**src/rtl/core/buddy_frame_allocator_unit_macros.svh**
```systemverilog
// Assertion macros shared by the buddy frame allocator RTL.
// Depends on nothing; the including module provides i_clk and i_rst_n.
`ifndef BUDDY_FRAME_ALLOCATOR_UNIT_MACROS_SVH
`define BUDDY_FRAME_ALLOCATOR_UNIT_MACROS_SVH

// Consequence must hold in the same cycle as the antecedent.
`define BFA_ASSERT_SAME(lbl, ante, cons, msg) \
    lbl: assert property (@(posedge i_clk) disable iff (!i_rst_n) (ante) |-> (cons)) \
        else $error(msg);

// Consequence must hold in the cycle after the antecedent.
`define BFA_ASSERT_NEXT(lbl, ante, cons, msg) \
    lbl: assert property (@(posedge i_clk) disable iff (!i_rst_n) (ante) |=> (cons)) \
        else $error(msg);

`endif

```
**src/rtl/core/bfa_ram.sv**
```systemverilog
// Generic single-write, single-read RAM with a registered read port.
// Self-contained; used for the frame store.
module bfa_ram #(
    parameter int WIDTH = 8,
    parameter int DEPTH = 256
) (
    input  logic                     i_clk,
    input  logic                     i_we,
    input  logic [$clog2(DEPTH)-1:0] i_waddr,
    input  logic [WIDTH-1:0]         i_wdata,
    input  logic [$clog2(DEPTH)-1:0] i_raddr,
    output logic [WIDTH-1:0]         o_rdata
);
    logic [WIDTH-1:0] r_mem [DEPTH];
    logic [WIDTH-1:0] r_rdata;

    always_ff @(posedge i_clk) begin
        if (i_we) begin
            r_mem[i_waddr] <= i_wdata;
        end
        r_rdata <= r_mem[i_raddr];
    end

    assign o_rdata = r_rdata;
endmodule

```
**config.mk**
```make
export PLATFORM = sky130hd
export DESIGN_NAME = bfa_ram
export DESIGN_NICKNAME = d
export VERILOG_FILES = /design/src/rtl/core/buddy_frame_allocator_unit_macros.svh /design/src/rtl/core/bfa_ram.sv
export SDC_FILE = /design/constraint.sdc
export NUM_CORES = 2
export LEC_CHECK = 0
export BUFFER_PORTS_ARGS = -buffer_cell sky130_fd_sc_hd__buf_2
export CORE_ASPECT_RATIO = 1.25
export CORE_MARGIN = 1.5
export CORE_UTILIZATION = 30
export CTS_BUF_LIST = sky130_fd_sc_hd__clkbuf_2
export CTS_CLUSTER_SIZE = 14
export DETAILED_ROUTE_END_ITERATION = 8
export SLEW_MARGIN = 15
export SYNTH_ARGS = -nofsm -noshare
export SYNTH_HDL_FRONTEND = slang
export SYNTH_SLANG_ARGS = --single-unit
```
**constraint.sdc**
```tcl
create_clock -name i_clk -period 2.75 [get_ports i_clk]
set_clock_uncertainty 0.1 [all_clocks]
set_input_delay 0.55 -clock i_clk [delete_from_list [all_inputs] [get_ports i_clk]]
set_output_delay 0.55 -clock i_clk [all_outputs]
set_load 0.05 [all_outputs]
```
# Word level (Yosys, flattened, before mapping)
# Memories as Yosys holds them, arrays and structs flattened. A register that Yosys moved wholly into a read port is not among the register bits.
# Cells that the tools add are included.
totals:
  memories: 1
  mem_bits_rw: 2048
  latchBits: 0
  ff_bits: 0
  wordCells: 3
  romBits: 0
  input_bits: 26
mem_list:
  columns: ["name", "words", "word_bits", "rd", "rd_clocked_by_memory_dff", "write_ports", "line_no", "rtl"]
  rows:
  - ["r_mem", 256, 8, 1, 1, 1, "bfa_ram.sv:14", "logic [WIDTH-1:0] r_mem [DEPTH];"]
classes:
  n_eq_ne: 0
  n_bitwise: 0
  magnitude_cmp: 0
  shifts: 0
  add_sub_neg: 0
  reduce_logical: 0
  muxes: 2
  n_mul: 0
  div: 0
op_table:
  columns: ["operator", "n"]
  rows:
  - ["$mux W1", 2]

# Logic depth before layout (Yosys ltp)
depth:
  word_depth: 2
  ltp_mapped: 11
  ltp_nobuf: 6

# Worst setup path before layout
# No wires, ideal clock.
synth_path:
  path_kind: "input -> register"
  from: "input port i_raddr[0]"
  to: "register r_rdata[2], in the netlist o_rdata[2], read port of r_mem"
  setup_slack_ps: 162
  arrival_time_ps: 2357
  n_path_buf: 4
  cell_stages: 9
  path_cell_list: "buf_6 -> buf_12 -> buf_8 -> buf_2 -> mux4_2 -> a22oi_1 -> a21oi_1 -> nor4_1 -> nor4_2"
synth_lines:
  columns: ["item", "line_no", "rtl"]
  rows:
  - ["start: declaration", "bfa_ram.sv:11", "input logic [$clog2(DEPTH)-1:0] i_raddr,"]
  - ["end: declaration", "bfa_ram.sv:15", "logic [WIDTH-1:0] r_rdata;"]

# Worst setup path in the final report
layout_path:
  from: "register r_rdata[1], in the netlist o_rdata[1], read port of r_mem"
  to: "output port o_rdata[1]"
layout_lines:
  columns: ["item", "line_no", "rtl"]
  rows:
  - ["end: declaration", "bfa_ram.sv:12", "output logic [WIDTH-1:0] o_rdata"]
# No word-level cell between the ends.

==> results.yml <==
run:
  max-cap-violations: 0
drt:
  dr.pass1.iters: 9
  remaining_drc_errors: 0
  drt_iter0_markers: 3718
  postRouteAntennaNets: 0
  vias: 42400
  via_per_inst: 4.91
  routed_wl_um: 212000
  wl_per_cell_um: 24.5
layout:
  area.growth.synth_to_final_pct: 18.4
  final_util: 0.357
  fillerInstances: 24600
  fin_nets: 4794
  drive_above_1_share: 0.380
global_route:
  grt.overflow.total: 0
  grt_start_max_net_pins: 105
  track_usage: 0.155
  grt_pass1_vias: 44600
  grt_pass1_wl_um: 306000
  antenna_found_initial: 13
synth:
  synth.top_cell.area_share: 0.773
  syn_inst: 3733
  synth.avg_cell_area_um2: 21.3
  synth_top_area_cell: "edfxtp_1"
  synth.distinct_cells: 55
  yosys_register_bits: 2056
  syn_area_um2: 79600
  seq_area_frac_synth: 0.775
  synth_area_leaders: "edfxtp_1, mux4_2, mux2i_1"
  yosys_warnings: 0
  syn_nets: 3759
die:
  rows: 211
  initial_core_util: 0.301
  io_pins: 34
  die_y_um: 579
  dieWidth_um: 464
  design.die.area_um2: 268000
  core_area_um2: 264000
sta:
  setup_viol: 8
  worstMarginPinSlew_ns: 0.927
  fin_crit_sh: 1.11
  final-hold-violation-count: 0
  fmaxAchievable_ghz: 0.329
  fin_crit_ns: 3.04
  slew_viol_final: 0
  slew_headroom: 0.377
  fin_ws_ns: -0.294
  holdWs_ns: 0.121
  setup_tns_ns: -2.04
  rsz0062_at_grt: "yes"
critical_path:
  crit_fanout: 1
  critical-path-top-delay-family: "flip-flops"
  crit_chain: "buf_8"
  slowest_delay_ns: 0.45
  cp.depth: 1
  cp-start-kind: "flop"
  critPathArrivalTime_ns: 2.39
  path_class: "reg2out"
  cp_data_required_time_ns: 2.10
  rr_worst_depth: 9
  cp_slowest_cell: "dfxtp_4"
  cp-end-kind: "output port"
  crit_buf_inv: 1
placement:
  dpl.hpwl_um: 138000
  portBuffers: 33
  gp_congestion: 0.855
worst_hold_path:
  holdPathStages: 5
  hp-class: "in2reg"
clock_network:
  htree_levels: 5
  clk_pin_slew_ns: 0.10
  clk_latency_ns: 1.78
  cts_tree: "yes"
  cts.path.max_buffers: 4
  root_buffer: "clkbuf_2"
  clkSinkCount: 2056
  cts_setup_buffers: 0
  numCtsBuffers: 470
outcome:
  failed_checks: "negative setup slack"
  status: "finished with violations"
power:
  p_per_area_nw_per_um2: 608
  ir_drop_v: 0.000351
  p_leak_nw: 30.9
Yosys cell counts, drive strengths merged:
cell	instances
nor4	27
a22oi	133
dfxtp	8
o311ai	1
and3b	2
and2	6
o211ai	10
nor3	22
nand4	10
nor2	282
or3b	1
a31oi	2
o22a	5
nor3b	1
nor4b	1
inv	1
buf	122
mux2i	134
a2111oi	5
or2	4
o221ai	47
mux4	456
o22ai	28
nand3b	2
clkbuf	111
a211oi	16
edfxtp	2048
nor2b	31
mux2	1
a21boi	1
or2b	1
a221oi	14
and3	1
nand3	34
o21ai	12
a22o	8
nand2	33
a311oi	2
o32ai	5
a21oi	96
nand2b	8
clkinv	1
layout make-up:
type,count,area [µm²],area share
diodes,8,20.0,0.000213
clock buffers,658,3290,0.0350
clock inverters,160,826,0.00877
inverters,2,7.51,0.0000797
multi-input cells,1442,16500,0.176
flip-flops and latches,2056,61700,0.655
well taps,3514,4400,0.0467
repair buffers,796,7410,0.0786
through the flow:
step / power, mW / std cells / setup WS, ns / cell area [µm²]
CTS: 57.9 / 8629 / -0.474 / 94100
global placement: 39.0 / 7755 / -1.23 / 89200
global route: 59.5 / 8635 / -0.448 / 94200
finish: 57.3 / 8636 / -0.294 / 94200
floorplan: 37.0 / 3733 / 0.162 / 79600
detailed placement: 39.0 / 7755 / -1.19 / 89200
sequential cells by signal, summed over array words and instances, names as in the netlist:
register  flops
r_mem      2048
o_rdata       8
what timing repair did:
item | in CTS | in global routing
hold endpoints to repair | 4104 | 0
endpoints found under the setup margin | 10 | 24
hold buffers | 56 | 0
resized for setup | 43 | 3
pin swaps | 0 | 0
layer usage:
layer	track usage	vias to the layer above	routed length, µm	part of all wire
li1	-	18100	-	-
met1	0.185	22300	81300	0.38
met2	0.272	1628	109000	0.52
met3	0.0278	393	12500	0.059
met4	0.0689	4	8610	0.041
met5	0	-	30	0.00014
layout by cell type (no fill, tap or decap), types with 21 or more instances in the layout:
cell type,instances
o221ai_1,46
buf_4,624
edfxtp_1,2048
mux2i_1,134
nor2_1,278
clkbuf_2,658
clkinv_1,113
buf_12,87
nor2b_1,28
a21oi_1,96
nor3_1,21
clkinv_2,23
mux4_2,454
nand3_1,34
o22ai_1,28
nand2_1,33
dlygate4sd3_1,48
a22oi_1,133
logic make-up (layout without fill, tap and decap cells):
family,count (synthesis),count (layout),share of synthesized area
AO/OA/AOI/OAI,385,385,0.0342
buffers and inverters,235,1616,0.0183
multiplexers,591,591,0.146
flip-flops,2056,2056,0.775
AND/OR/NAND/NOR,466,466,0.0263
other,0,8,0
path summary, 6_finish.rpt:
path / to / start / slack (ns)
max: o_rdata[1] / o_rdata[1] / -0.29
min: r_mem[167][0] / i_waddr[1] / 0.12
max reg2reg: o_rdata[3] / r_mem[34][3] / 0.05
min reg2reg: o_rdata[3] / r_mem[148][3] / 0.96
report_power, final:
group	switching (mW)	internal, mW
registers	0.101	34.5
logic	2.27	1.60
clock network	11.8	6.97
total	14.2	43.1
Power figures use the tool's default switching activity.
