$ cat src/rtl/core/buddy_frame_allocator_unit_macros.svh
// Assertion macros shared by the buddy frame allocator RTL.
// Depends on nothing; the including module provides i_clk and i_rst_n.
`ifndef BUDDY_FRAME_ALLOCATOR_UNIT_MACROS_SVH
`define BUDDY_FRAME_ALLOCATOR_UNIT_MACROS_SVH

// Consequence must hold in the same cycle as the antecedent.
`define BFA_ASSERT_SAME(lbl, ante, cons, msg) \
    lbl: assert property (@(posedge i_clk) disable iff (!i_rst_n) (ante) |-> (cons)) \
        else $error(msg);

// Consequence must hold in the cycle after the antecedent.
`define BFA_ASSERT_NEXT(lbl, ante, cons, msg) \
    lbl: assert property (@(posedge i_clk) disable iff (!i_rst_n) (ante) |=> (cons)) \
        else $error(msg);

`endif

$ cat src/rtl/core/bfa_pkg.sv
// Package for the buddy frame allocator: sizes, codes, types and helpers.
// Used by bfa_engine and buddy_frame_allocator_unit; depends on nothing.
package bfa_pkg;

    localparam int FRAMES    = 4096;
    localparam int TOP_ORDER = 12;
    localparam int ADDR_W    = $clog2(FRAMES);
    localparam int CNT_W     = ADDR_W + 1;
    localparam int ORD_W     = $clog2(TOP_ORDER + 2);
    localparam int OP_W      = 2;
    localparam int STAT_W    = 2;

    typedef enum logic [1:0] {FS_FREE, FS_ALLOC, FS_RES, FS_ABSENT} t_fstat;
    typedef enum logic [1:0] {OP_ALLOC, OP_FREE, OP_RESERVE, OP_NONE} t_op;
    typedef enum logic [STAT_W-1:0] {RS_OK, RS_TOO_LARGE, RS_NO_MEM, RS_NOT_FOUND} t_rstat;

    typedef enum logic [4:0] {
        S_POP, S_IDLE, S_DISP, S_SCAN, S_SPLIT, S_CCHK, S_CFIND, S_CFWAIT,
        S_CSPLIT, S_CSPLIT2, S_CMARK, S_FPIECE, S_FMERGE, S_FMWAIT, S_FFILL, S_DONE
    } t_state;

    typedef struct packed {
        t_fstat            st;
        logic [ORD_W-1:0]  ord;
        logic              head;
    } t_word;

    typedef struct packed {
        logic              we;
        logic [ADDR_W-1:0] waddr;
        t_word             wdata;
        logic [ADDR_W-1:0] raddr;
    } t_ram_req;

    typedef struct packed {
        logic              vld;
        logic [ADDR_W-1:0] start;
        t_rstat            status;
    } t_result;

    function automatic logic [CNT_W-1:0] pw(input logic [ORD_W-1:0] o);
        return CNT_W'(1) << o;
    endfunction

    function automatic t_word mk_word(input t_fstat st, input logic [ORD_W-1:0] o,
                                      input logic head);
        t_word w;
        w.st   = st;
        w.ord  = o;
        w.head = head;
        return w;
    endfunction

    // Initial layout: a frame below total lies in the block whose order is
    // the highest bit where the frame number and total differ.
    function automatic t_word pop_word(input logic [ADDR_W-1:0] idx,
                                       input logic [CNT_W-1:0] total);
        logic [CNT_W-1:0] x;
        logic [ORD_W-1:0] o;
        t_word            w;
        x = {1'b0, idx} ^ total;
        o = '0;
        for (int b = 0; b < CNT_W; b++) begin
            if (x[b]) begin
                o = ORD_W'(b);
            end
        end
        w = mk_word(FS_FREE, o, (({1'b0, idx} & (pw(o) - CNT_W'(1))) == '0));
        if ({1'b0, idx} >= total) begin
            w = mk_word(FS_ABSENT, '0, 1'b0);
        end
        return w;
    endfunction

    // Smallest order whose block holds n frames.
    function automatic logic [ORD_W-1:0] ceil_ord(input logic [CNT_W-1:0] n);
        logic [ORD_W-1:0] o;
        o = '0;
        for (int b = 0; b <= TOP_ORDER; b++) begin
            if (pw(ORD_W'(b)) < n) begin
                o = ORD_W'(b + 1);
            end
        end
        return o;
    endfunction

    // Largest aligned block at s, no larger than n and the top order.
    function automatic logic [ORD_W-1:0] piece_ord(input logic [ADDR_W-1:0] s,
                                                   input logic [CNT_W-1:0] n);
        logic [ORD_W-1:0] tz;
        logic [ORD_W-1:0] fl;
        tz = ORD_W'(TOP_ORDER);
        for (int b = ADDR_W - 1; b >= 0; b--) begin
            if (s[b]) begin
                tz = ORD_W'(b);
            end
        end
        fl = '0;
        for (int b = 0; b < CNT_W; b++) begin
            if (n[b]) begin
                fl = ORD_W'(b);
            end
        end
        if (fl > ORD_W'(TOP_ORDER)) begin
            fl = ORD_W'(TOP_ORDER);
        end
        return (tz < fl) ? tz : fl;
    endfunction

endpackage

$ cat src/rtl/core/bfa_engine.sv
// Request sequencer of the buddy frame allocator: scans, splits, carves,
// merges and rebuilds the frame store one access per cycle. Uses bfa_pkg.
module bfa_engine (
    input  logic                        i_clk,
    input  logic                        i_rst_n,
    input  logic                        i_cfg_we,
    input  logic [bfa_pkg::CNT_W-1:0]   i_cfg_data,
    input  logic                        i_valid,
    output logic                        o_ready,
    input  logic [bfa_pkg::OP_W-1:0]    i_operation,
    input  logic [bfa_pkg::ADDR_W-1:0]  i_frame_number,
    input  logic [bfa_pkg::CNT_W-1:0]   i_frame_count,
    input  logic                        i_slot_free,
    output bfa_pkg::t_result            o_result,
    output bfa_pkg::t_ram_req           o_ram_req,
    input  bfa_pkg::t_word              i_ram_rdata
);
    import bfa_pkg::*;

    t_state             r_state, n_state;
    logic [CNT_W-1:0]   r_total, n_total;
    logic [ADDR_W-1:0]  r_pop_i, n_pop_i;
    t_op                r_op, n_op;
    logic [CNT_W-1:0]   r_s, n_s;
    logic [CNT_W-1:0]   r_n, n_n;
    logic [CNT_W-1:0]   r_cnt, n_cnt;
    logic [CNT_W-1:0]   r_lim, n_lim;
    logic               r_rv, n_rv;
    logic [ADDR_W-1:0]  r_ra, n_ra;
    logic               r_fail, n_fail;
    logic [ORD_W-1:0]   r_k, n_k;
    logic               r_best_vld, n_best_vld;
    logic [ORD_W-1:0]   r_best_ord, n_best_ord;
    logic [ADDR_W-1:0]  r_best_pos, n_best_pos;
    logic [ADDR_W-1:0]  r_h, n_h;
    logic [ADDR_W-1:0]  r_p, n_p;
    logic [ADDR_W-1:0]  r_b, n_b;
    logic [ADDR_W-1:0]  r_mid, n_mid;
    logic [ORD_W-1:0]   r_o, n_o;
    logic [ORD_W-1:0]   r_fk, n_fk;
    logic [ORD_W-1:0]   r_j, n_j;
    t_fstat             r_st, n_st;
    logic [ADDR_W-1:0]  r_start, n_start;
    t_rstat             r_status, n_status;

    logic [CNT_W-1:0]   w_pw_o, w_pw_j, w_pw_dec, w_pw_fk;
    logic [ORD_W-1:0]   w_o_dec;
    logic               w_issue, w_scan_end, w_split_go, w_blk_last;
    logic [ADDR_W-1:0]  w_buddy, w_scan_addr, w_find_addr;
    logic               w_buddy_out, w_hit_fk, w_hit_o, w_range_bad, w_too_large;
    logic [CNT_W:0]     w_range_end;
    logic               w_pop_last, w_merge_more;
    t_ram_req           w_req;

    assign w_pw_o       = pw(r_o);
    assign w_pw_j       = pw(r_j);
    assign w_o_dec      = r_o - ORD_W'(1);
    assign w_pw_dec     = pw(w_o_dec);
    assign w_pw_fk      = pw(r_fk);
    assign w_issue      = (r_cnt != r_lim);
    assign w_scan_end   = !w_issue && !r_rv;
    assign w_split_go   = ((r_h != r_s[ADDR_W-1:0]) || (w_pw_o > r_n)) && (r_o != '0);
    assign w_blk_last   = (r_cnt == w_pw_o - CNT_W'(1));
    assign w_buddy      = r_p ^ w_pw_o[ADDR_W-1:0];
    assign w_buddy_out  = ({1'b0, w_buddy} >= r_total);
    assign w_merge_more = (r_o < ORD_W'(TOP_ORDER)) && !w_buddy_out;
    assign w_hit_fk     = i_ram_rdata.head && (i_ram_rdata.ord == r_fk);
    assign w_hit_o      = i_ram_rdata.head && (i_ram_rdata.ord == r_o);
    assign w_range_end  = {1'b0, r_s} + {1'b0, r_n};
    assign w_range_bad  = (w_range_end > {1'b0, r_total});
    assign w_too_large  = (r_n > CNT_W'(FRAMES));
    assign w_pop_last   = (r_pop_i == '1);
    assign w_scan_addr  = r_s[ADDR_W-1:0] + r_cnt[ADDR_W-1:0];
    assign w_find_addr  = r_s[ADDR_W-1:0] & ~(w_pw_fk[ADDR_W-1:0] - ADDR_W'(1));

    // Next state.
    always_comb begin
        n_state = r_state;
        case (r_state)
            S_POP: begin
                if (w_pop_last) n_state = S_IDLE;
            end
            S_IDLE: begin
                if (i_valid) n_state = S_DISP;
            end
            S_DISP: begin
                case (r_op)
                    OP_ALLOC: begin
                        n_state = (r_n == '0 || w_too_large) ? S_DONE : S_SCAN;
                    end
                    OP_FREE, OP_RESERVE: begin
                        n_state = (r_n == '0 || w_range_bad) ? S_DONE : S_SCAN;
                    end
                    default: n_state = S_DONE;
                endcase
            end
            S_SCAN: begin
                if (w_scan_end) begin
                    case (r_op)
                        OP_ALLOC: n_state = r_best_vld ? S_SPLIT : S_DONE;
                        OP_FREE:  n_state = r_fail ? S_DONE : S_FPIECE;
                        default:  n_state = r_fail ? S_DONE : S_CCHK;
                    endcase
                end
            end
            S_SPLIT: begin
                if (r_o == r_k) n_state = S_CCHK;
            end
            S_CCHK:    n_state = (r_n == '0) ? S_DONE : S_CFIND;
            S_CFIND:   n_state = S_CFWAIT;
            S_CFWAIT: begin
                if (w_hit_fk) begin
                    n_state = S_CSPLIT;
                end else if (r_fk == ORD_W'(TOP_ORDER)) begin
                    n_state = S_DONE;
                end else begin
                    n_state = S_CFIND;
                end
            end
            S_CSPLIT:  n_state = w_split_go ? S_CSPLIT2 : S_CMARK;
            S_CSPLIT2: n_state = S_CSPLIT;
            S_CMARK: begin
                if (w_blk_last) n_state = S_CCHK;
            end
            S_FPIECE:  n_state = (r_n == '0) ? S_DONE : S_FMERGE;
            S_FMERGE:  n_state = w_merge_more ? S_FMWAIT : S_FFILL;
            S_FMWAIT:  n_state = w_hit_o ? S_FMERGE : S_FFILL;
            S_FFILL: begin
                if (w_blk_last) n_state = S_FPIECE;
            end
            S_DONE: begin
                if (i_slot_free) n_state = S_IDLE;
            end
            default: n_state = S_IDLE;
        endcase
        if (i_cfg_we) n_state = S_POP;
    end

    // Datapath and memory requests.
    always_comb begin
        n_total    = r_total;
        n_pop_i    = r_pop_i;
        n_op       = r_op;
        n_s        = r_s;
        n_n        = r_n;
        n_cnt      = r_cnt;
        n_lim      = r_lim;
        n_rv       = r_rv;
        n_ra       = r_ra;
        n_fail     = r_fail;
        n_k        = r_k;
        n_best_vld = r_best_vld;
        n_best_ord = r_best_ord;
        n_best_pos = r_best_pos;
        n_h        = r_h;
        n_p        = r_p;
        n_b        = r_b;
        n_mid      = r_mid;
        n_o        = r_o;
        n_fk       = r_fk;
        n_j        = r_j;
        n_st       = r_st;
        n_start    = r_start;
        n_status   = r_status;
        w_req      = '0;
        case (r_state)
            S_POP: begin
                w_req.we    = 1'b1;
                w_req.waddr = r_pop_i;
                w_req.wdata = pop_word(r_pop_i, r_total);
                n_pop_i     = r_pop_i + ADDR_W'(1);
            end
            S_IDLE: begin
                n_op = t_op'(i_operation);
                n_s  = {1'b0, i_frame_number};
                n_n  = i_frame_count;
            end
            S_DISP: begin
                n_status   = RS_OK;
                n_start    = '0;
                n_cnt      = '0;
                n_rv       = 1'b0;
                n_fail     = 1'b0;
                n_best_vld = 1'b0;
                n_k        = ceil_ord(r_n);
                n_lim      = r_n;
                n_st       = FS_RES;
                case (r_op)
                    OP_ALLOC: begin
                        n_s   = '0;
                        n_lim = r_total;
                        n_st  = FS_ALLOC;
                        if (r_n != '0 && w_too_large) n_status = RS_TOO_LARGE;
                    end
                    OP_FREE, OP_RESERVE: begin
                        if (r_n != '0 && w_range_bad) n_status = RS_NOT_FOUND;
                    end
                    default: n_status = RS_OK;
                endcase
            end
            S_SCAN: begin
                w_req.raddr = w_scan_addr;
                n_ra        = w_scan_addr;
                n_rv        = w_issue;
                if (w_issue) n_cnt = r_cnt + CNT_W'(1);
                if (r_rv) begin
                    case (r_op)
                        OP_ALLOC: begin
                            if (i_ram_rdata.head && i_ram_rdata.ord >= r_k &&
                                (!r_best_vld || i_ram_rdata.ord < r_best_ord)) begin
                                n_best_vld = 1'b1;
                                n_best_ord = i_ram_rdata.ord;
                                n_best_pos = r_ra;
                            end
                        end
                        OP_FREE: begin
                            if (i_ram_rdata.st == FS_FREE) n_fail = 1'b1;
                        end
                        default: begin
                            if (i_ram_rdata.st != FS_FREE) n_fail = 1'b1;
                        end
                    endcase
                end
                if (w_scan_end) begin
                    if (r_op == OP_ALLOC) begin
                        if (r_best_vld) begin
                            n_p     = r_best_pos;
                            n_o     = r_best_ord;
                            n_start = r_best_pos;
                            n_s     = {1'b0, r_best_pos};
                        end else begin
                            n_status = RS_NO_MEM;
                        end
                    end else if (r_fail) begin
                        n_status = RS_NOT_FOUND;
                    end
                end
            end
            S_SPLIT: begin
                w_req.we = 1'b1;
                if (r_o != r_k) begin
                    w_req.waddr = r_p + w_pw_dec[ADDR_W-1:0];
                    w_req.wdata = mk_word(FS_FREE, w_o_dec, 1'b1);
                    n_o         = w_o_dec;
                end else begin
                    w_req.waddr = r_p;
                    w_req.wdata = mk_word(FS_FREE, r_k, 1'b1);
                end
            end
            S_CCHK: begin
                n_fk = '0;
            end
            S_CFIND: begin
                w_req.raddr = w_find_addr;
                n_b         = w_find_addr;
            end
            S_CFWAIT: begin
                if (w_hit_fk) begin
                    n_h = r_b;
                    n_o = r_fk;
                end else begin
                    n_fk = r_fk + ORD_W'(1);
                end
            end
            S_CSPLIT: begin
                n_cnt = '0;
                if (w_split_go) begin
                    w_req.we    = 1'b1;
                    w_req.waddr = r_h + w_pw_dec[ADDR_W-1:0];
                    w_req.wdata = mk_word(FS_FREE, w_o_dec, 1'b1);
                    n_o         = w_o_dec;
                    n_mid       = r_h + w_pw_dec[ADDR_W-1:0];
                end
            end
            S_CSPLIT2: begin
                w_req.we    = 1'b1;
                w_req.waddr = r_h;
                w_req.wdata = mk_word(FS_FREE, r_o, 1'b1);
                if (r_s >= {1'b0, r_mid}) n_h = r_mid;
            end
            S_CMARK: begin
                w_req.we    = 1'b1;
                w_req.waddr = r_h + r_cnt[ADDR_W-1:0];
                w_req.wdata = mk_word(r_st, '0, 1'b0);
                n_cnt       = r_cnt + CNT_W'(1);
                if (w_blk_last) begin
                    n_s = r_s + w_pw_o;
                    n_n = (w_pw_o >= r_n) ? '0 : r_n - w_pw_o;
                end
            end
            S_FPIECE: begin
                n_j   = piece_ord(r_s[ADDR_W-1:0], r_n);
                n_o   = piece_ord(r_s[ADDR_W-1:0], r_n);
                n_p   = r_s[ADDR_W-1:0];
                n_cnt = '0;
            end
            S_FMERGE: begin
                w_req.raddr = w_buddy;
                n_cnt       = '0;
            end
            S_FMWAIT: begin
                if (w_hit_o) begin
                    n_p = r_p & ~w_pw_o[ADDR_W-1:0];
                    n_o = r_o + ORD_W'(1);
                end
            end
            S_FFILL: begin
                w_req.we    = 1'b1;
                w_req.waddr = r_p + r_cnt[ADDR_W-1:0];
                w_req.wdata = (r_cnt == '0) ? mk_word(FS_FREE, r_o, 1'b1)
                                            : mk_word(FS_FREE, '0, 1'b0);
                n_cnt       = r_cnt + CNT_W'(1);
                if (w_blk_last) begin
                    n_s = r_s + w_pw_j;
                    n_n = r_n - w_pw_j;
                end
            end
            S_DONE: begin
                n_cnt = r_cnt;
            end
            default: begin
                n_cnt = r_cnt;
            end
        endcase
        if (i_cfg_we) begin
            n_total = (i_cfg_data > CNT_W'(FRAMES)) ? CNT_W'(FRAMES) : i_cfg_data;
            n_pop_i = '0;
        end
    end

    always_ff @(posedge i_clk) begin
        if (!i_rst_n) begin
            r_state <= S_POP;
            r_total <= CNT_W'(FRAMES);
            r_pop_i <= '0;
        end else begin
            r_state <= n_state;
            r_total <= n_total;
            r_pop_i <= n_pop_i;
        end
    end

    always_ff @(posedge i_clk) begin
        r_op       <= n_op;
        r_s        <= n_s;
        r_n        <= n_n;
        r_cnt      <= n_cnt;
        r_lim      <= n_lim;
        r_rv       <= n_rv;
        r_ra       <= n_ra;
        r_fail     <= n_fail;
        r_k        <= n_k;
        r_best_vld <= n_best_vld;
        r_best_ord <= n_best_ord;
        r_best_pos <= n_best_pos;
        r_h        <= n_h;
        r_p        <= n_p;
        r_b        <= n_b;
        r_mid      <= n_mid;
        r_o        <= n_o;
        r_fk       <= n_fk;
        r_j        <= n_j;
        r_st       <= n_st;
        r_start    <= n_start;
        r_status   <= n_status;
    end

    assign o_ready         = (r_state == S_IDLE) && !i_cfg_we;
    assign o_ram_req       = w_req;
    assign o_result.vld    = (r_state == S_DONE);
    assign o_result.start  = r_start;
    assign o_result.status = r_status;
endmodule
$ cat config.mk
export PLATFORM = sky130hd
export DESIGN_NAME = bfa_engine
export DESIGN_NICKNAME = d
export VERILOG_FILES = /design/src/rtl/core/buddy_frame_allocator_unit_macros.svh /design/src/rtl/core/bfa_pkg.sv /design/src/rtl/core/bfa_engine.sv
export SDC_FILE = /design/constraint.sdc
export NUM_CORES = 1
export LEC_CHECK = 0
export ABC_CLOCK_PERIOD_IN_PS = 4500
export BUFFER_PORTS_ARGS = -buffer_cell sky130_fd_sc_hd__buf_2
export CAP_MARGIN = 20
export CORE_MARGIN = 2
export CORE_UTILIZATION = 30
export CTS_CLUSTER_SIZE = 24
export DETAILED_ROUTE_END_ITERATION = 6
export SLEW_MARGIN = 20
export SYNTH_ARGS = -nofsm -noshare
export SYNTH_HDL_FRONTEND = slang
export SYNTH_SLANG_ARGS = --single-unit
$ cat constraint.sdc
create_clock -name i_clk -period 4.5 [get_ports i_clk]
set_clock_uncertainty 0.15 [all_clocks]
set_input_delay 0.45 -clock i_clk [delete_from_list [all_inputs] [get_ports i_clk]]
set_output_delay 0.45 -clock i_clk [all_outputs]
set_load 0.02 [all_outputs]
### Word level (Yosys, flattened, before mapping)

Cells that the tools add are included.
W data, S select, Z words.

* bits in registers: 195
* latch bits: 0
* RAM bits: 0
* memory bits (read-only): 0
* input port bits: 52
* output and inout bits: 48
* logic and storage cells: 325
* memories: 0

* add/sub/neg operators: 18
* $mul: 0
* divide/modulo/power cells: 0
* magnitude comparators: 26
* eq/ne operators: 50
* shift operators: 5
* mux-type cells: 135
* bitwise operators: 8
* reductions and logical operators: 56

Operators with widths (number)
* $mux W4: 60
* $mux W13: 12
* $pmux W20 S6: 1
* $pmux W5 S16: 1
* $pmux W13 S3: 2
* $mux W12: 6
* $pmux W12 S3: 2
* $pmux W13 S5: 1
* $add A12 B12 Y12: 5
* $pmux W12 S2: 2
* $eq A5 B4 Y1 const B: 8
* $mux W5: 8
* $ne A2 B2 Y1 const B: 20
* $logic_not A13 Y1: 3
* $shl A1 B4 Y13 const A: 3
* $add A13 B13 Y13: 2
* $ge A12 B13 Y1: 2
* $gt A13 B13 Y1 const B: 2
* $sub A13 B1 Y13 const B: 2
* $sub A13 B13 Y13: 2
* $and A12 B12 Y12: 2
* $not A12 Y12: 2
* $pmux W4 S2: 3
* $pmux W4 S6: 1
* 74 further kinds: 146

### Depth between registers and ports, before layout

Gate-level depths: netlist of the first run.

* depth after elaboration: 20
* gate-level depth with buffers: 18
* gate-level depth less buffers: 18

### Worst setup path before layout of the first run

No wires, ideal clock.

* kind: flip-flop to output port
* start point: register r_o[0]
* end point: output port o_ram_req[29] (netlist name)
* arrival: 4.049 ns
* required time: 3.900 ns
* setup slack: -0.149 ns
* cell stages (with the launch flop): 17
* buffers on the path: 2
* path through: edfxtp_1 clkbuf_1 inv_1 ha_1 ha_1 clkbuf_1 and3_1 ha_1 fa_1 a21o_1 a21oi_1 o21bai_1 a2111oi_0 o31ai_1 a21oi_1 xnor2_1 a221o_1

RTL lines
* from (decl): RTL line bfa_engine.sv:39 `logic [ORD_W-1:0] r_o, n_o;`
* from (signal assigned): RTL line bfa_engine.sv:360 `r_o <= n_o;`
* to (decl): RTL line bfa_engine.sv:15 `output bfa_pkg::t_ram_req o_ram_req,`

==> results of run 1 <==
[cell usage after synthesis, types with 17 or more instances]
library cell	number
sky130_fd_sc_hd__xor2_1	49
sky130_fd_sc_hd__nand2b_1	25
sky130_fd_sc_hd__nand4_1	23
sky130_fd_sc_hd__nand3_1	57
sky130_fd_sc_hd__o21ai_0	124
sky130_fd_sc_hd__nor2_1	156
sky130_fd_sc_hd__a21o_1	36
sky130_fd_sc_hd__a211oi_1	21
sky130_fd_sc_hd__nor2b_1	25
sky130_fd_sc_hd__and2_1	27
sky130_fd_sc_hd__clkbuf_1	72
sky130_fd_sc_hd__inv_1	106
sky130_fd_sc_hd__and3_1	17
sky130_fd_sc_hd__ha_1	192
sky130_fd_sc_hd__xnor2_1	109
sky130_fd_sc_hd__nor4_1	18
sky130_fd_sc_hd__dfxtp_1	29
sky130_fd_sc_hd__o21a_1	19
sky130_fd_sc_hd__a21oi_1	118
sky130_fd_sc_hd__nand2_1	218
sky130_fd_sc_hd__a221o_1	23
sky130_fd_sc_hd__edfxtp_1	165
sky130_fd_sc_hd__a22oi_1	24
sky130_fd_sc_hd__nor3_1	47
[metal layers]
metal | vias up | wire length (um) | share of wire [%]
met5 | - | 0 | 0
met4 | 0 | 3970 | 5.6
met1 | 8130 | 29900 | 42
met3 | 160 | 4710 | 6.6
met2 | 704 | 32700 | 46
li1 | 7629 | - | -
[repair_timing]
item / CTS / global route
endpoints found under the setup margin: 19 / 20
endpoints found under the hold margin: 2 / 0
gates cloned: 0 / 0
gates resized for setup: 95 / 52
buffers inserted: 14 / 8
pin swaps: 32 / 25
hold buffers: 2 / 0
[placed cells by master, fill, tap and decap left out, types with 16 or more instances in the layout]
master and instances:
sky130_fd_sc_hd__nand2_1 214, sky130_fd_sc_hd__buf_4 178, sky130_fd_sc_hd__edfxtp_1 165, sky130_fd_sc_hd__ha_1 162, sky130_fd_sc_hd__nor2_1 150, sky130_fd_sc_hd__o21ai_0 114, sky130_fd_sc_hd__a21oi_1 110, sky130_fd_sc_hd__xnor2_1 105
sky130_fd_sc_hd__inv_1 101, sky130_fd_sc_hd__buf_2 89, sky130_fd_sc_hd__nand3_1 54, sky130_fd_sc_hd__xor2_1 49, sky130_fd_sc_hd__nor3_1 43, sky130_fd_sc_hd__a21o_1 36, sky130_fd_sc_hd__dfxtp_1 26, sky130_fd_sc_hd__nor2b_1 25
sky130_fd_sc_hd__nand2b_1 25, sky130_fd_sc_hd__a22oi_1 24, sky130_fd_sc_hd__nand4_1 23, sky130_fd_sc_hd__a221o_1 23, sky130_fd_sc_hd__and2_1 23, sky130_fd_sc_hd__o21a_1 19, sky130_fd_sc_hd__ha_4 19, sky130_fd_sc_hd__clkbuf_16 17
sky130_fd_sc_hd__nor4_1 16, sky130_fd_sc_hd__a211oi_1 16, sky130_fd_sc_hd__o211ai_1 16
[power groups by stage]
| stage | clock network, mW | registers, mW | logic, mW |
|---|---|---|---|
| final | 1.53 | 1.94 | 0.238 |
| after global routing | 1.61 | 1.94 | 0.261 |
| after CTS | 1.56 | 1.94 | 0.225 |
| after detailed placement | 0 | 1.98 | 0.212 |
| after global placement | 0 | 1.98 | 0.211 |
| after floorplan | 0 | 1.97 | 0.117 |
[registers in the layout, summed over array words and instances, names as in the netlist, 13 cells and up]
register and count:
r_cnt 13, r_lim 13, r_n 13, r_s 13
r_total 13
[logic make-up after synthesis]
| family | after synthesis |
|---|---|
| buffers and inverters | 192 |
| adder cells (fa/ha/maj) | 200 |
| flip-flops | 194 |
| AND/OR/NAND/NOR | 660 |
| multiplexers | 24 |
| AO/OA/AOI/OAI | 524 |
| XOR/XNOR | 158 |
[layout make-up]
| cell class | count | area (um^2) |
|---|---|---|
| clock buffers | 18 | 429 |
| clock inverters | 14 | 130 |
| fillers | 5839 | 35500 |
| inverters | 110 | 415 |
| multi-input cells | 1566 | 11500 |
| flip-flops and latches | 194 | 5540 |
| well taps | 756 | 946 |
| repair buffers | 279 | 1930 |
[through the flow]
step	setup WS, ns	hold WS (ns)	std cells
CTS	-0.0616	0.00129	2929
global route	-0.271	0.0364	2937
global placement	0.00872	0.253	2880
detailed placement	-0.0203	0.255	2881
floorplan	0.0503	0.250	1952
finish	-0.139	0.0215	2937
[critical path: cells and delay by family, from the launching register on]
kind / cells / cell delay [ns]
flip-flops: 1 / 0.44
buffers and inverters: 5 / 0.70
adder cells (fa/ha/maj): 2 / 0.53
XOR/XNOR: 1 / 0.15
AO/OA/AOI/OAI: 7 / 1.55
AND/OR/NAND/NOR: 1 / 0.16
[worst paths after layout]
check / startpoint / to / slack (ns) / cells past startpoint
worst max-delay path: r_o[1] / o_ram_req[29] / -0.14 / 16
worst min-delay path: i_cfg_data[1] / r_total[1] / 0.02 / 3
worst max register to register: r_s[0] / r_state[2] / 0.31 / 18
worst min register to register: r_ra[6] / r_best_pos[6] / 0.27 / 0
==> summary.txt, run 1 <==
STATUS
-------------------------------------------------------------------------------------------------
Status ............................................................................. finished with violations
Violated checks .................................................................... negative setup slack

SYNTH
-------------------------------------------------------------------------------------------------
Compound-Gate Fraction of Synth Area ...............................................        20.6%
Net count of the mapped netlist ....................................................        2,204
Cells after Synth ..................................................................        1,952
Largest cells by area after synthesis .............................................. sky130_fd_sc_hd__edfxtp_1 29%, sky130_fd_sc_hd__ha_1 14%, sky130_fd_sc_hd__xnor2_1 5.6%
Cell type with the largest total area after synthesis .............................. sky130_fd_sc_hd__edfxtp_1
Number of enable flip-flop cells after synthesis ...................................          165
Mean cell area of the mapped netlist ...............................................    8.77 um^2
Synth Warn # .......................................................................            0
Adder and majority gate portion of the synthesized area ............................        15.0%
Fraction of the yosys area taken by sequential cells ...............................        32.3%
Synth async-reset ratio ............................................................           0%
Post-synthesis xor/xnor area fraction ..............................................        8.08%
#FFs+latches synth .................................................................          194
Number of distinct library cell variants in the gate-level netlist after synthesis .           83
Share of synthesized cell area in and, or, nand and nor gates ......................        18.2%
Portion of synthesized cell area occupied by the leading cell type .................        28.9%
Netlist area before placement ......................................................  17,100 um^2
Synth Flop Type .................................................................... sky130_fd_sc_hd__edfxtp_1
Dominant combinational cell family by area after synthesis ......................... compound AO/OA/AOI/OAI gates
Multiplexer share of the synthesized area ..........................................        1.49%

CLOCK NETWORK
-------------------------------------------------------------------------------------------------
Total CTS buffers ..................................................................           17
Deepest clock path buffer count ....................................................            2
Clock transition at the registers of the reported paths ............................      0.08 ns
Num Clock Sinks ....................................................................          194
Clock tree from TritonCTS ..........................................................        built
Root buffer cell ................................................................... sky130_fd_sc_hd__clkbuf_16
Later-pin clock latency in the skew report .........................................      0.51 ns
Maximum level of the CTS H-tree ....................................................            4

TIMING
-------------------------------------------------------------------------------------------------
Worst slew slack as a fraction of its limit ........................................        23.7%
Final max-slew violation count .....................................................            0
Final cycle utilization of the critical path .......................................         103%
Fin crit period ....................................................................      4.64 ns
Transition at the pin with the smallest max-transition slack .......................      1.14 ns
Final Hold Vio Count ...............................................................            0
Final worst setup slack ............................................................    -0.139 ns
Setup repair after global routing missed its margin ................................         true
Final setup TNS ....................................................................    -0.199 ns
Max Fclk ...........................................................................    0.216 GHz
Endpoints failing setup ............................................................            3

PLACED DESIGN
-------------------------------------------------------------------------------------------------
Number of port buffers .............................................................           99
Placement Cell Area ................................................................  19,500 um^2
Final Wtd Congestion ...............................................................        0.993
Dpl hpwl ...........................................................................      57.3 mm

WORST SETUP PATH
-------------------------------------------------------------------------------------------------
Type of element capturing the critical path ........................................   output pin
Critical Setup Path Class ..........................................................      reg2out
CP Data Arrival Time ...............................................................      4.04 ns
Startpoint Class ...................................................................     register
Most repeated library cell on the critical path .................................... sky130_fd_sc_hd__buf_6
Master of the slowest instance on the critical path ................................ sky130_fd_sc_hd__edfxtp_1
Cell-by-cell trace of the critical path ............................................ buf_6, ha_2, buf_4, buf_6, and3_4, buf_6, fa_2, a21o_1, a21oi_2, o21bai_2, a2111oi_4, o31ai_1, a21oi_1, xnor2_1, a221o_1, buf_6
CP peak stage delay ................................................................      0.44 ns
Worst Path Max Fanout ..............................................................            8
Critical Path RT ...................................................................      3.90 ns

GLOBAL ROUTE
-------------------------------------------------------------------------------------------------
Met2 Track Usage GR ................................................................        38.0%
Number of global-route vias before repair ..........................................       15,980
Most heavily used metal layer in global routing ....................................         met2
Total track usage ..................................................................        23.7%
Routing usage on met3 ..............................................................        3.90%
Met1 layer usage reported by global route ..........................................        30.5%
Pin count of the biggest net entering global routing ...............................           41
Total global routing overflow ......................................................            0
Global-route wire length before repair .............................................       103 mm
Initial antenna violation count ....................................................            0

DRT
-------------------------------------------------------------------------------------------------
Number of antenna-violating nets in the routed design ..............................            0
Number of DRC violations after detailed routing ....................................            0
DR vias ............................................................................       16,623
Routed wire length per instance ....................................................      24.3 um
Per-cell via count in the routed design ............................................         5.66
Detailed router's first-iteration violation count ..................................        1,580
Detailed Route WL ..................................................................      71.3 mm
Number of optimization iterations in the first detailed-route pass .................            6

FLOORPLAN
-------------------------------------------------------------------------------------------------
Width of the chip ..................................................................       243 um
Ports placed on the boundary .......................................................          100
Area inside the core boundary ......................................................  56,400 um^2
Count of standard-cell rows ........................................................           87
Full die area ......................................................................  59,000 um^2
Die outline height .................................................................       243 um
Initial Utilization ................................................................        30.4%

POWER AND IR DROP
-------------------------------------------------------------------------------------------------
Net Sw Frac ........................................................................        25.5%
Flop pwr share .....................................................................        52.3%
Final total power ..................................................................      3.70 mW
Sw Pwr .............................................................................       943 uW
Int Pwr ............................................................................      2.76 mW
Peak ir drop on the vdd network ....................................................     0.335 mV
Pleak ..............................................................................      8.54 nW
Power per cell area ................................................................  177 nW/um^2
Portion of total power attributed to the clock network .............................        41.2%
Proportion of power drawn by combinational gates ...................................         6.4%

JOB
-------------------------------------------------------------------------------------------------
Max Cap Viol .......................................................................            0

FINAL LAYOUT
-------------------------------------------------------------------------------------------------
Synthesis-to-layout area growth ....................................................        21.9%
Share of post-route cells with drive strength above 1 ..............................        20.2%
Design Area, Final .................................................................  20,900 um^2
Util after Layout ..................................................................        37.0%
Nets ...............................................................................        2,420
Final antenna diode count ..........................................................            0

WORST HOLD PATH
-------------------------------------------------------------------------------------------------
Kind of path behind the tightest hold check ........................................       in2reg

Note: power is estimated with default switching activity, not from simulation.
==> inputs of run 2 (changes only) <==
Settings changed: PLACE_DENSITY set to 0.43.
==> run 2 against run 1 <==
Against the previous run:
- the run still ends with negative setup slack left
- final cell count increased by 0.89%
- register-to-register slack lost 0.02 ns
- highest routed layer is now met5
- clock-buffer cell count up 2
- sequential share of layout area is 0.65 points lower
- critical path depth is the same
- core utilization is 0.92 points higher
==> summary.txt, run 2 (synthesis results as in run 1) <==
STATUS
---------------------------------------------------------------------------------
Status ............................................................. finished with violations
Violated checks .................................................... negative setup slack

GLOBAL ROUTE
---------------------------------------------------------------------------------
Initial antenna violation count ....................................            1   +1
Pin count of the biggest net entering global routing ...............           41   unchanged
Number of global-route vias before repair ..........................       16,158   +1.1%
Global-route wire length before repair .............................       109 mm   +5.0%
Total global routing overflow ......................................            0   unchanged
Total track usage ..................................................        25.2%   +1.5 points

CLOCK NETWORK
---------------------------------------------------------------------------------
Deepest clock path buffer count ....................................            2   unchanged
Later-pin clock latency in the skew report .........................      0.51 ns   about the same
Total CTS buffers ..................................................           17   unchanged
Clock transition at the registers of the reported paths ............      0.08 ns   about the same
Maximum level of the CTS H-tree ....................................            4   unchanged
Clock tree from TritonCTS ..........................................        built
Num Clock Sinks ....................................................          194   unchanged
Root buffer cell ................................................... sky130_fd_sc_hd__clkbuf_16

TIMING
---------------------------------------------------------------------------------
Setup repair after global routing missed its margin ................         true
Endpoints failing setup ............................................           14   +11
Final Hold Vio Count ...............................................            0   unchanged
Final worst setup slack ............................................    -0.183 ns   -0.0437 ns
Final max-slew violation count .....................................            0   unchanged
Max Fclk ...........................................................    0.214 GHz   -0.93%
Fin crit period ....................................................      4.68 ns   +0.0437 ns
Transition at the pin with the smallest max-transition slack .......      1.05 ns   -0.0992 ns
Final cycle utilization of the critical path .......................         104%   +0.97 points
Worst slew slack as a fraction of its limit ........................        30.3%   +6.6 points

FINAL LAYOUT
---------------------------------------------------------------------------------
Final antenna diode count ..........................................            0   unchanged
Commonest non-fill, non-tap cells in the layout .................... 213 x sky130_fd_sc_hd__nand2_1, 193 x sky130_fd_sc_hd__buf_4, 165 x sky130_fd_sc_hd__edfxtp_1
Leading cell type in the layout, fill and taps excluded ............ sky130_fd_sc_hd__nand2_1
Nets ...............................................................        2,446   +1.1%
Layout fillers .....................................................        5,827   -0.21%
Share of post-route cells with drive strength above 1 ..............        21.5%   +1.3 points
Synthesis-to-layout area growth ....................................        24.9%
Util after Layout ..................................................        37.9%   +0.92 points

DRT
---------------------------------------------------------------------------------
Routed wire length per instance ....................................      25.6 um   +5.3%
Per-cell via count in the routed design ............................         5.63   -0.60%
DR vias ............................................................       16,670   +0.28%
Number of optimization iterations in the first detailed-route pass .            6   unchanged
Detailed router's first-iteration violation count ..................        1,644   +4.1%
Number of DRC violations after detailed routing ....................            0   unchanged
Number of antenna-violating nets in the routed design ..............            0   unchanged
Detailed Route WL ..................................................      75.7 mm   +6.3%

WORST SETUP PATH
---------------------------------------------------------------------------------
Worst R2R Start ....................................................       r_s[0]
Critical Setup Path Class ..........................................      reg2out
First element of the critical path .................................       r_o[1]
Type of element capturing the critical path ........................   output pin
Startpoint Class ...................................................     register
Master of the slowest instance on the critical path ................ sky130_fd_sc_hd__edfxtp_1
Cell-by-cell trace of the critical path ............................ buf_6, inv_6, ha_4, ha_4, buf_4, and3_2, ha_4, nand3_1, o211ai_1, o41a_1, buf_4, a21oi_1, mux2_2, a222oi_1, o211ai_1, buf_4
Critical Path RT ...................................................      3.90 ns   about the same
CP peak stage delay ................................................      0.43 ns   about the same
CP Data Arrival Time ...............................................      4.08 ns   +0.04 ns
Largest delay contributor family on the critical path .............. compound AO/OA/AOI/OAI gates
Worst Path Max Fanout ..............................................            6   -2
Total buffers and inverters traversed by the critical path .........            5   unchanged

FLOORPLAN
---------------------------------------------------------------------------------
Count of standard-cell rows ........................................           87   unchanged
Full die area ......................................................  59,000 um^2   unchanged
Ports placed on the boundary .......................................          100   unchanged
Area inside the core boundary ......................................  56,400 um^2   unchanged
Die outline height .................................................       243 um   unchanged
Initial Utilization ................................................        30.4%   unchanged
Width of the chip ..................................................       243 um   unchanged

PLACED DESIGN
---------------------------------------------------------------------------------
Final Wtd Congestion ...............................................        0.930   -6.4%
Dpl hpwl ...........................................................      60.0 mm   +4.7%
Number of port buffers .............................................           99   unchanged

WORST HOLD PATH
---------------------------------------------------------------------------------
Kind of path behind the tightest hold check ........................       in2reg
HP Start ........................................................... i_cfg_data[5]

POWER AND IR DROP
---------------------------------------------------------------------------------
Pleak ..............................................................      8.74 nW   +2.3%
Final total power ..................................................      3.84 mW   +3.7%
Peak ir drop on the vdd network ....................................     0.322 mV   -4.0%
Power per cell area ................................................  179 nW/um^2   +1.2%

JOB
---------------------------------------------------------------------------------
Max Cap Viol .......................................................            0   unchanged

-- run 2: cell count changes in the layout (fill, tap and decap cells not counted), sizes merged --
| cell | change |
|---|---|
| buf | +19 |
| dlygate4sd3 | +7 |
| clkinvlp | -3 |
| clkbuf | +2 |
| inv | +2 |
| clkinv | -1 |
-- run 2: worst paths after layout --
kind         depth (start not counted)  slack (ns)        endpoint
max                                 16       -0.18   o_ram_req[28]
min                                  3        0.02      r_total[5]
min reg2reg                          0        0.27  r_best_pos[10]
max reg2reg                         18        0.29      r_state[3]
-- run 2: worst register-to-register path: cells and delay by family (launching register included) --
kind	cells	cell delay [ns]
AO/OA/AOI/OAI	11	2.02
XOR/XNOR	1	0.10
adder cells (fa/ha/maj)	3	0.91
flip-flops	1	0.40
AND/OR/NAND/NOR	3	0.54
-- run 2: area by class of cell --
type / instances / area, um^2 / area share (%)
multi-input combinational: 1566 / 11700 / 54.7
inverter: 110 / 420 / 1.97
clock inverter: 12 / 135 / 0.632
tap: 756 / 946 / 4.42
timing repair buffer: 305 / 2170 / 10.2
clock buffer: 20 / 469 / 2.19
sequential: 194 / 5540 / 25.9
-- run 2: timing repair --
action / in CTS / in global routing
buffers inserted: 26 / 13
pin swaps: 32 / 48
hold buffers: 9 / 0
resized for setup: 86 / 89
setup endpoints to repair: 20 / 21
hold endpoints to repair: 9 / 0
-- run 2: metal layers --
| metal | track usage (%) | routed length (um) | up-vias |
|---|---|---|---|
| li1 | - | - | 7692 |
| met1 | 32.7 | 32700 | 8261 |
| met2 | 42.0 | 35500 | 573 |
| met3 | 3.28 | 4030 | 142 |
| met4 | 11.1 | 3510 | 2 |
| met5 | 0 | 11 | - |
-- run 2: stage by stage --
step	TNS [ns]	cells	area [um^2]	setup slack, ns	hold slack [ns]
3_5_place_dp	-0.0929	2883	19500	-0.0517	0.255
3_3_place_gp	0	2883	19500	0.0473	0.253
4_1_cts	-0.740	2950	20800	-0.112	0.00125
2_1_floorplan	0	1952	17100	0.0503	0.250
5_1_grt	-2.74	2963	21400	-0.328	0.0207
6_report	-0.807	2963	21400	-0.183	0.0219
-- run 2: power breakdown --
group / leakage (nW) / internal [mW] / switching [mW] / total (mW)
clock: 0.300 / 0.791 / 0.858 / 1.65
sequential: 1.72 / 1.93 / 0.00696 / 1.94
combinational: 6.72 / 0.108 / 0.145 / 0.253
total: 8.74 / 2.83 / 1.01 / 3.84
